### src/hw/rtl/ggc_pkg.sv
package ggc_pkg;

  localparam int CORDIC_STAGES_DEF = 16;
  localparam int POS_BITS_DEF      = 20;
  localparam int NUM_ATAN          = 24;

  localparam logic [15:0] DIST_SCALE = 16'd39797;
  localparam logic [15:0] ANGLE_PI   = 16'h8000;
  localparam logic [14:0] TURN_LIMIT = 15'd16384;

  localparam logic [11:0] TOL_RST        = 12'd410;
  localparam logic [11:0] SPEED_GAIN_RST = 12'd819;
  localparam logic [11:0] SPD_CAP_RST    = 12'd819;
  localparam logic [14:0] TURN_CAP_RST   = 15'd7282;
  localparam logic [11:0] STOP_SPEED_RST = 12'd41;

  typedef enum logic [2:0] {
    REG_GOAL_X     = 3'd0,
    REG_GOAL_Y     = 3'd1,
    REG_TOL        = 3'd2,
    REG_SPEED_GAIN = 3'd3,
    REG_SPD_CAP    = 3'd4,
    REG_TURN_CAP   = 3'd5,
    REG_STOP_SPEED = 3'd6
  } cfg_reg_t;

  // atan(2^-i) in binary angle units, 32768 = pi
  function automatic logic [15:0] atan_lut(input int idx);
    logic [15:0] v;
    case (idx)
      0:       v = 16'd8192;
      1:       v = 16'd4836;
      2:       v = 16'd2555;
      3:       v = 16'd1297;
      4:       v = 16'd651;
      5:       v = 16'd326;
      6:       v = 16'd163;
      7:       v = 16'd81;
      8:       v = 16'd41;
      9:       v = 16'd20;
      10:      v = 16'd10;
      11:      v = 16'd5;
      12:      v = 16'd3;
      13:      v = 16'd1;
      14:      v = 16'd1;
      default: v = 16'd0;
    endcase
    return v;
  endfunction

endpackage

### src/hw/rtl/go_to_goal_controller.sv
// pipeline: CORDIC_STAGES + 5 register stages
// throughput: one transaction per cycle while out_ready is high; a stalled result holds
//   the pipeline only once every stage behind it is full
// reset: synchronous active-low rst_n clears all stage valid bits and loads the
//   configuration registers with their reset values
module go_to_goal_controller
  import ggc_pkg::*;
#(
  parameter int CORDIC_STAGES = CORDIC_STAGES_DEF,
  parameter int POS_BITS      = POS_BITS_DEF
) (
  input  logic                                 clk,
  input  logic                                 rst_n,
  input  logic                                 cfg_we,
  input  logic [2:0]                           cfg_addr,
  input  logic [((POS_BITS > 15) ? POS_BITS : 15)-1:0] cfg_wdata,
  input  logic                                 in_valid,
  output logic                                 in_ready,
  input  logic signed [POS_BITS-1:0]           in_pos_x,
  input  logic signed [POS_BITS-1:0]           in_pos_y,
  input  logic signed [15:0]                   in_heading,
  output logic                                 out_valid,
  input  logic                                 out_ready,
  output logic [11:0]                          out_fwd_speed,
  output logic signed [15:0]                   out_turn_cmd,
  output logic                                 out_reached
);

  localparam int W    = POS_BITS + 3;
  localparam int DW   = POS_BITS + 2;
  localparam int PW   = DW + 16;
  localparam int SW   = DW + 12;
  localparam int NSTG = CORDIC_STAGES + 5;
  localparam int S_MUL  = CORDIC_STAGES + 2;
  localparam int S_SPD  = CORDIC_STAGES + 3;
  localparam int S_OUT  = CORDIC_STAGES + 4;

  // configuration
  logic signed [POS_BITS-1:0] goal_x_r, goal_y_r;
  logic [11:0] tol_r, speed_gain_r, spd_cap_r, stop_speed_r;
  logic [14:0] turn_cap_r;

  always_ff @(posedge clk) begin
    if (!rst_n) begin
      goal_x_r     <= '0;
      goal_y_r     <= '0;
      tol_r        <= TOL_RST;
      speed_gain_r <= SPEED_GAIN_RST;
      spd_cap_r    <= SPD_CAP_RST;
      turn_cap_r   <= TURN_CAP_RST;
      stop_speed_r <= STOP_SPEED_RST;
    end else if (cfg_we) begin
      case (cfg_addr)
        REG_GOAL_X:     goal_x_r     <= cfg_wdata[POS_BITS-1:0];
        REG_GOAL_Y:     goal_y_r     <= cfg_wdata[POS_BITS-1:0];
        REG_TOL:        tol_r        <= cfg_wdata[11:0];
        REG_SPEED_GAIN: speed_gain_r <= cfg_wdata[11:0];
        REG_SPD_CAP:    spd_cap_r    <= cfg_wdata[11:0];
        REG_TURN_CAP:   turn_cap_r   <= cfg_wdata[14:0];
        REG_STOP_SPEED: stop_speed_r <= cfg_wdata[11:0];
        default: ;
      endcase
    end
  end

  // stage valids and per-stage load enables
  logic v_r [NSTG];
  logic en  [NSTG];

  always_comb begin
    en[NSTG-1] = !v_r[NSTG-1] || out_ready;
    for (int k = NSTG - 2; k >= 0; k--) begin
      en[k] = !v_r[k] || en[k+1];
    end
  end

  always_ff @(posedge clk) begin
    if (!rst_n) begin
      for (int k = 0; k < NSTG; k++) v_r[k] <= 1'b0;
    end else begin
      if (en[0]) v_r[0] <= in_valid;
      for (int k = 1; k < NSTG; k++) begin
        if (en[k]) v_r[k] <= v_r[k-1];
      end
    end
  end

  assign in_ready  = en[0];
  assign out_valid = v_r[NSTG-1];

  // stage 0: offsets to goal
  logic signed [POS_BITS:0] dx_r, dy_r;
  logic signed [15:0]       hd0_r;

  always_ff @(posedge clk) begin
    if (en[0]) begin
      dx_r  <= {goal_x_r[POS_BITS-1], goal_x_r} - {in_pos_x[POS_BITS-1], in_pos_x};
      dy_r  <= {goal_y_r[POS_BITS-1], goal_y_r} - {in_pos_y[POS_BITS-1], in_pos_y};
      hd0_r <= in_heading;
    end
  end

  // cordic vectoring pipeline, index 0 holds the pre-rotated vector
  logic signed [W-1:0] cx_r [CORDIC_STAGES+1];
  logic signed [W-1:0] cy_r [CORDIC_STAGES+1];
  logic [15:0]         cz_r [CORDIC_STAGES+1];
  logic signed [15:0]  hd_r [CORDIC_STAGES+1];

  logic signed [W-1:0] dx_ext, dy_ext;
  assign dx_ext = W'(dx_r);
  assign dy_ext = W'(dy_r);

  always_ff @(posedge clk) begin
    if (en[1]) begin
      if (dx_r[POS_BITS]) begin
        cx_r[0] <= -dx_ext;
        cy_r[0] <= -dy_ext;
        cz_r[0] <= ANGLE_PI;
      end else begin
        cx_r[0] <= dx_ext;
        cy_r[0] <= dy_ext;
        cz_r[0] <= '0;
      end
      hd_r[0] <= hd0_r;
    end
  end

  for (genvar i = 0; i < CORDIC_STAGES; i++) begin : g_cordic
    logic signed [W-1:0] xs, ys, x_nxt, y_nxt;
    logic [15:0]         z_nxt;

    always_comb begin
      xs = cx_r[i] >>> i;
      ys = cy_r[i] >>> i;
      if (!cy_r[i][W-1]) begin
        x_nxt = cx_r[i] + ys;
        y_nxt = cy_r[i] - xs;
        z_nxt = cz_r[i] + atan_lut(i);
      end else begin
        x_nxt = cx_r[i] - ys;
        y_nxt = cy_r[i] + xs;
        z_nxt = cz_r[i] - atan_lut(i);
      end
    end

    always_ff @(posedge clk) begin
      if (en[i+2]) begin
        cx_r[i+1] <= x_nxt;
        cy_r[i+1] <= y_nxt;
        cz_r[i+1] <= z_nxt;
        hd_r[i+1] <= hd_r[i];
      end
    end
  end

  // gain correction multiply, heading error wrap and clamp
  logic [PW-1:0]      dprod_r;
  logic signed [15:0] err_r;
  logic signed [15:0] err_raw;
  logic [14:0]        lim;
  logic signed [16:0] err_w, lim_w;
  logic signed [15:0] err_nxt;

  always_comb begin
    err_raw = $signed(cz_r[CORDIC_STAGES] - hd_r[CORDIC_STAGES]);
    lim     = (turn_cap_r > TURN_LIMIT) ? TURN_LIMIT : turn_cap_r;
    err_w   = 17'(err_raw);
    lim_w   = $signed({2'b00, lim});
    if (err_w > lim_w) begin
      err_nxt = 16'(lim_w);
    end else if (err_w < -lim_w) begin
      err_nxt = 16'(-lim_w);
    end else begin
      err_nxt = err_raw;
    end
  end

  always_ff @(posedge clk) begin
    if (en[S_MUL]) begin
      dprod_r <= PW'(cx_r[CORDIC_STAGES][DW-1:0]) * PW'(DIST_SCALE);
      err_r   <= err_nxt;
    end
  end

  // distance times gain, tolerance compare
  logic [DW-1:0]      rng;
  logic [SW-1:0]      sprod_r;
  logic               far_r;
  logic signed [15:0] err2_r;

  assign rng = dprod_r[PW-1:16];

  always_ff @(posedge clk) begin
    if (en[S_SPD]) begin
      sprod_r <= SW'(rng) * SW'(speed_gain_r);
      far_r   <= rng > DW'(tol_r);
      err2_r  <= err_r;
    end
  end

  // saturation and stop decision
  logic [DW-1:0] spd_raw;
  logic [11:0]   speed;
  logic          stop;

  always_comb begin
    spd_raw = sprod_r[SW-1:12];
    if (!far_r) begin
      speed = '0;
    end else if (spd_raw > DW'(spd_cap_r)) begin
      speed = spd_cap_r;
    end else begin
      speed = spd_raw[11:0];
    end
    stop = speed < stop_speed_r;
  end

  always_ff @(posedge clk) begin
    if (en[S_OUT]) begin
      out_fwd_speed <= stop ? 12'd0 : speed;
      out_turn_cmd  <= stop ? 16'sd0 : err2_r;
      out_reached   <= stop;
    end
  end

endmodule

### config.mk
export PLATFORM = sky130hd
export DESIGN_NAME = go_to_goal_controller
export DESIGN_NICKNAME = d
export VERILOG_FILES = /design/src/hw/rtl/ggc_pkg.sv /design/src/hw/rtl/go_to_goal_controller.sv
export SDC_FILE = /design/constraint.sdc
export NUM_CORES = 2
export LEC_CHECK = 0
export BUFFER_PORTS_ARGS = -buffer_cell sky130_fd_sc_hd__buf_2
export CORE_MARGIN = 10
export CORE_UTILIZATION = 40
export CTS_BUF_LIST = sky130_fd_sc_hd__clkbuf_2 sky130_fd_sc_hd__clkbuf_4 sky130_fd_sc_hd__clkbuf_8
export DETAILED_ROUTE_END_ITERATION = 16
export SLEW_MARGIN = 20
export SYNTH_ARGS = -nofsm -noshare
export SYNTH_HDL_FRONTEND = slang
export SYNTH_SLANG_ARGS = --single-unit
export TNS_END_PERCENT = 5
### constraint.sdc
create_clock -name clk -period 5.8 [get_ports clk]
set_input_delay 0.29 -clock clk [delete_from_list [all_inputs] [get_ports clk]]
set_output_delay 0.29 -clock clk [all_outputs]
set_load 0.02 [all_outputs]
Word-level counts from Yosys, hierarchy flattened
Memory sizes are Yosys's and may differ from the RTL's.
Cells that the tools add are included.
{"block": "word_totals", "regBits": 295, "ramBits": 1347, "inputBits": 84, "output_inout_bits": 31, "elab_cells": 374, "memories": 5}
{"block": "classes", "n_addsub": 99, "multipliers": 2, "order_cmp": 6, "eq_ne": 6, "muxes": 163, "n_bitwise": 24, "n_reduce_logical": 50}
{"memory": "cx_r", "depth": 17, "width": 23, "rd": 17, "rd_ports_with_merged_regs": 0, "write_ports": 17, "line": "go_to_goal_controller.sv:104", "source": "logic signed [W-1:0] cx_r [CORDIC_STAGES+1];"}
{"memory": "cy_r", "depth": 17, "width": 23, "rd": 16, "rd_ports_with_merged_regs": 0, "write_ports": 17, "line": "go_to_goal_controller.sv:105", "source": "logic signed [W-1:0] cy_r [CORDIC_STAGES+1];"}
{"memory": "cz_r", "depth": 17, "width": 16, "rd": 17, "rd_ports_with_merged_regs": 0, "write_ports": 17, "line": "go_to_goal_controller.sv:106", "source": "logic [15:0] cz_r [CORDIC_STAGES+1];"}
{"memory": "hd_r", "depth": 17, "width": 16, "rd": 17, "rd_ports_with_merged_regs": 0, "write_ports": 17, "line": "go_to_goal_controller.sv:107", "source": "logic signed [15:0] hd_r [CORDIC_STAGES+1];"}
{"memory": "v_r", "depth": 21, "width": 1, "rd": 21, "rd_ports_with_merged_regs": 0, "write_ports": 21, "line": "go_to_goal_controller.sv:67", "source": "logic v_r [NSTG];"}
{"cell": "2-to-1 mux 23 bit", "n": 34}
{"cell": "2-to-1 mux 16 bit", "n": 17}
{"cell": "2-to-1 mux 1 bit", "n": 108}
{"cell": "adder 23 x 10 -> 23 bit", "n": 2}
{"cell": "adder 23 x 11 -> 23 bit", "n": 2}
{"cell": "adder 23 x 12 -> 23 bit", "n": 2}
{"cell": "adder 23 x 13 -> 23 bit", "n": 2}
{"cell": "adder 23 x 14 -> 23 bit", "n": 2}
{"cell": "adder 23 x 15 -> 23 bit", "n": 2}
{"cell": "adder 23 x 16 -> 23 bit", "n": 2}
{"cell": "adder 23 x 17 -> 23 bit", "n": 2}
{"cell": "adder 23 x 18 -> 23 bit", "n": 2}
{"cell": "adder 23 x 19 -> 23 bit", "n": 2}
{"cell": "adder 23 x 20 -> 23 bit", "n": 2}
{"cell": "adder 23 x 21 -> 23 bit", "n": 2}
{"cell": "adder 23 x 22 -> 23 bit", "n": 2}
{"cell": "adder 23 x 8 -> 23 bit", "n": 2}
{"cell": "adder 23 x 9 -> 23 bit", "n": 2}
{"cell": "negator 21 -> 23 bit", "n": 2}
{"cell": "subtractor 23 x 10 -> 23 bit", "n": 2}
{"cell": "subtractor 23 x 11 -> 23 bit", "n": 2}
{"cell": "subtractor 23 x 12 -> 23 bit", "n": 2}
{"cell": "subtractor 23 x 13 -> 23 bit", "n": 2}
{"cell": "subtractor 23 x 14 -> 23 bit", "n": 2}
{"cell": "60 further kinds", "n": 149}

Longest topological paths before layout
An unclocked memory read counts as a cell.
{"block": "depth", "ltp_word": 27, "ltp_mapped": 25, "mapped_depth_nobuf": 22}

Least setup slack after synthesis
Ideal clock, no wire load.
{"block": "synth_path", "path_kind": "flip-flop to flip-flop", "startpoint": "memory v_r[20][0] (netlist: v_r[2][4])", "endpoint": "memory v_r[0][0] (data pin)", "setup_ns": 0.141, "arrival_ns": 6.033, "t_required_ns": 5.659, "slack_ns": -0.374, "stages_incl_launch_ff": 13, "n_path_buf": 1, "synth_period_minus_slack_ns": 6.174, "cell_sequence": "edfxtp_1 -> nand2b_1 -> nor2_2 -> and3_1 -> and3_1 -> inv_1 -> nor3_2 -> and2_1 -> and3_1 -> and3_1 -> buf_2 -> nand2_1 -> and3_1"}
{"element": "start, declared", "line": "go_to_goal_controller.sv:67"}

==> results.cfg <==
[logic_synthesis]
synth_area_leader_cell = edfxtp_1
async_reset_ff_frac = 0
synthesis.instances = 11400
synth_ff_type = edfxtp_1
ys_top_cells_by_area = edfxtp_1, ha_1, fa_1
ys_seq_elements = 1516
synth.top_cell.area_share = 0.369
ys_warn_count = 0
avgSynthCellArea_um2 = 10.0
yosysUniqueCellTypes = 102
ys_seq_area_frac = 0.388
synth_nets = 13100
synth-edff-count = 1412
syn-cell-area_mm2 = 0.115

[critical_path]
worstRegToRegCells = 22
crit_path_end_kind = register
crit_buf_inv = 5
crit_path_top_delay_cell = fa_2
arrival_ps = 6770
rrSetupSlack_ps = -240
crit_top_cell = fa_1
cp_top_family = adder cells
path_cells = inv_2 > buf_4 > fa_2 > fa_1 > inv_1 > fa_2 > fa_1 > fa_1 > inv_1 > fa_1 > inv_2 > ha_4 > and3_4 > o211ai_1 > o21a_2 > nor3b_2 > o21ai_2 > a211o_4 > a21oi_4 > o21ai_2 > o211a_1 > xnor2_1
cp.required_ps = 6530
r2r_end = dprod_r[37]
r2r-start = cx_r[0][380]
crit_fanout = 4
startpoint_type = register
slowest_delay_ps = 540
critPathKind = reg2reg

[placement]
io_buffers = 114
place_area_mm2 = 0.121
dp_hpwl_um = 230000
place_congestion = 0.899

[die]
die_w_um = 556
core_mm2 = 0.285
start_util = 0.402
dieArea_mm2 = 0.309
rows = 196
ios = 115
die_h_um = 556

[grt]
overflow = 0
grt_max_degree = 84
track_usage = 0.184
grt_antenna_before_repair = 13
grt_pass1_wl_um = 466000
grt_pass1_vias = 85600

[timing]
finClkSkew_ps = 81.8
hold_viol = 0
fmax_mhz = 165
fin_crit_sh = 1.04
worst_slack_ps = -243
finalSetupViolCount = 11
rsz0062_at_grt = yes
period_minus_slack_ps = 6040
worst_pin_slew_ps = 1090
finalMaxSlewViolations = 0
relSlewSlack = 0.276

[route]
detail_route.wl_per_cell_um = 18.3
drtAntennaViolNets = 0
route.detailed.drc = 0
vias = 85100
drt_pass1_iterations = 6
drt-initial-drc-count = 5991
drt-total-wl_um = 293000
viasPerCell = 5.32

[clock_tree]
cts_buffer_depth = 4
tritoncts = yes
htree_levels = 5
clk_pin_slew_worst_paths_ps = 60
numCtsBuffers = 284
worstSkewPairLatency_ps = 990
cts_root_buffer = clkbuf_8
cts.sinks = 1516

[layout]
final_cell_mix = edfxtp_1, ha_1, inv_1
flow.area_growth_from_synthesis_pct = 11.9
final_nets = 13700
fillers = 26900
final_common_cell = edfxtp_1
drive_gt1_frac = 0.0822
final_cell_area_mm2 = 0.128

[status]
violations = setup timing
run_status = finished, violations left

[job]
cap_violations = 0

[min_path]
hold_path_end = v_r[2][4]
min_path_cells = 3
hold_class = in2reg
min_from = out_ready
[per-stage QoR]
stage / std cells / TNS [ps] / util / worst slack [ps] / hold WS (ps)
floorplan: 11400 / -184 / - / -163 / 389
global placement: 15300 / -6640 / 0.425 / -853 / 401
detailed placement: 15300 / -5670 / 0.425 / -774 / 405
CTS: 16000 / -2130 / 0.450 / -273 / 18.4
global route: 16000 / -6730 / 0.450 / -466 / 70.2
finish: 16000 / -1220 / 0.450 / -243 / 157
[timing repair]
action / CTS / global route
setup buffers: 6 / 2
cloned: 0 / 0
hold buffers: 124 / 0
gates resized for setup: 25 / 23
pin swaps: 17 / 14
hold endpoints to repair: 165 / 0
endpoints found under the setup margin: 20 / 31
[final cells by class]
class	instances	area, um^2	share of cell area
well taps	3762	4710	0.0366
multi-input cells	8565	65400	0.509
clock inverters	135	1200	0.00935
diodes	8	20.0	0.000156
inverters	1129	4250	0.0331
repair buffers	503	3840	0.0299
flip-flops and latches	1516	44500	0.346
clock buffers	360	4530	0.0353
[worst max path at each step]
stage / from / cells after the start / end
floorplan: cx_r[0][379] / 22 / dprod_r[37]
global placement: cx_r[0][376] / 22 / dprod_r[37]
detailed placement: cx_r[0][376] / 22 / dprod_r[37]
CTS: cx_r[0][380] / 22 / dprod_r[37]
global route: cx_r[0][378] / 22 / dprod_r[37]
finish: cx_r[0][380] / 22 / dprod_r[37]
[cells in the mapped netlist, types with 79 or more instances]
| library cell | count |
|---|---|
| xor2_1 | 355 |
| nor4_1 | 79 |
| nand3_1 | 216 |
| nor3_1 | 378 |
| and2_1 | 152 |
| ha_1 | 1246 |
| nand2b_1 | 102 |
| clkbuf_1 | 186 |
| o21bai_1 | 138 |
| dfxtp_1 | 104 |
| and3_1 | 109 |
| o21ai_0 | 414 |
| nor2b_1 | 167 |
| xnor2_1 | 817 |
| or3_1 | 87 |
| nand2_1 | 892 |
| edfxtp_1 | 1412 |
| nor2_1 | 944 |
| o21a_1 | 104 |
| inv_1 | 1124 |
| fa_1 | 393 |
| a21boi_0 | 156 |
| a21o_1 | 203 |
| a21oi_1 | 806 |
[routing by layer]
layer / global-route usage / up-vias / wire length (um)
met5: 0 / - / 0
met1: 0.251 / 41200 / 135000
met3: 0.0245 / 448 / 13700
met2: 0.305 / 1853 / 136000
met4: 0.0536 / 0 / 8620
li1: - / 41600 / -
[cells by family (layout without fill, tap and decap cells)]
logic type      Yosys count  in the layout  synth area share
fa+ha+maj              1639           1639             0.204
flops                  1516           1516             0.388
simple gates           3334           3334             0.137
mux                      65             65           0.00602
compound gates         2354           2354             0.131
other cells               0              8                 0
xor+xnor               1173           1173            0.0896
buf+inv                1343           2127            0.0441
[registers in the layout, summed over array words and instances, names as in the netlist, 15 cells and up]
register,count
cx_r,389
cy_r,352
cz_r,215
dprod_r,22
dx_r,21
dy_r,21
err2_r,16
err_r,16
goal_x_r,20
goal_y_r,20
hd0_r,16
hd_r,272
out_turn_cmd,16
sprod_r,22
turn_cap_r,15
v_r,21
[tightest hold or removal path: stages]
cell and delay [ps]:
dlygate4sd3_1 520, buf_2 100, nand3b_1 110
Power is left out: the tool's default activity adds up to more than one toggle a clock period on the data nets, which glitch-free logic cannot reach.
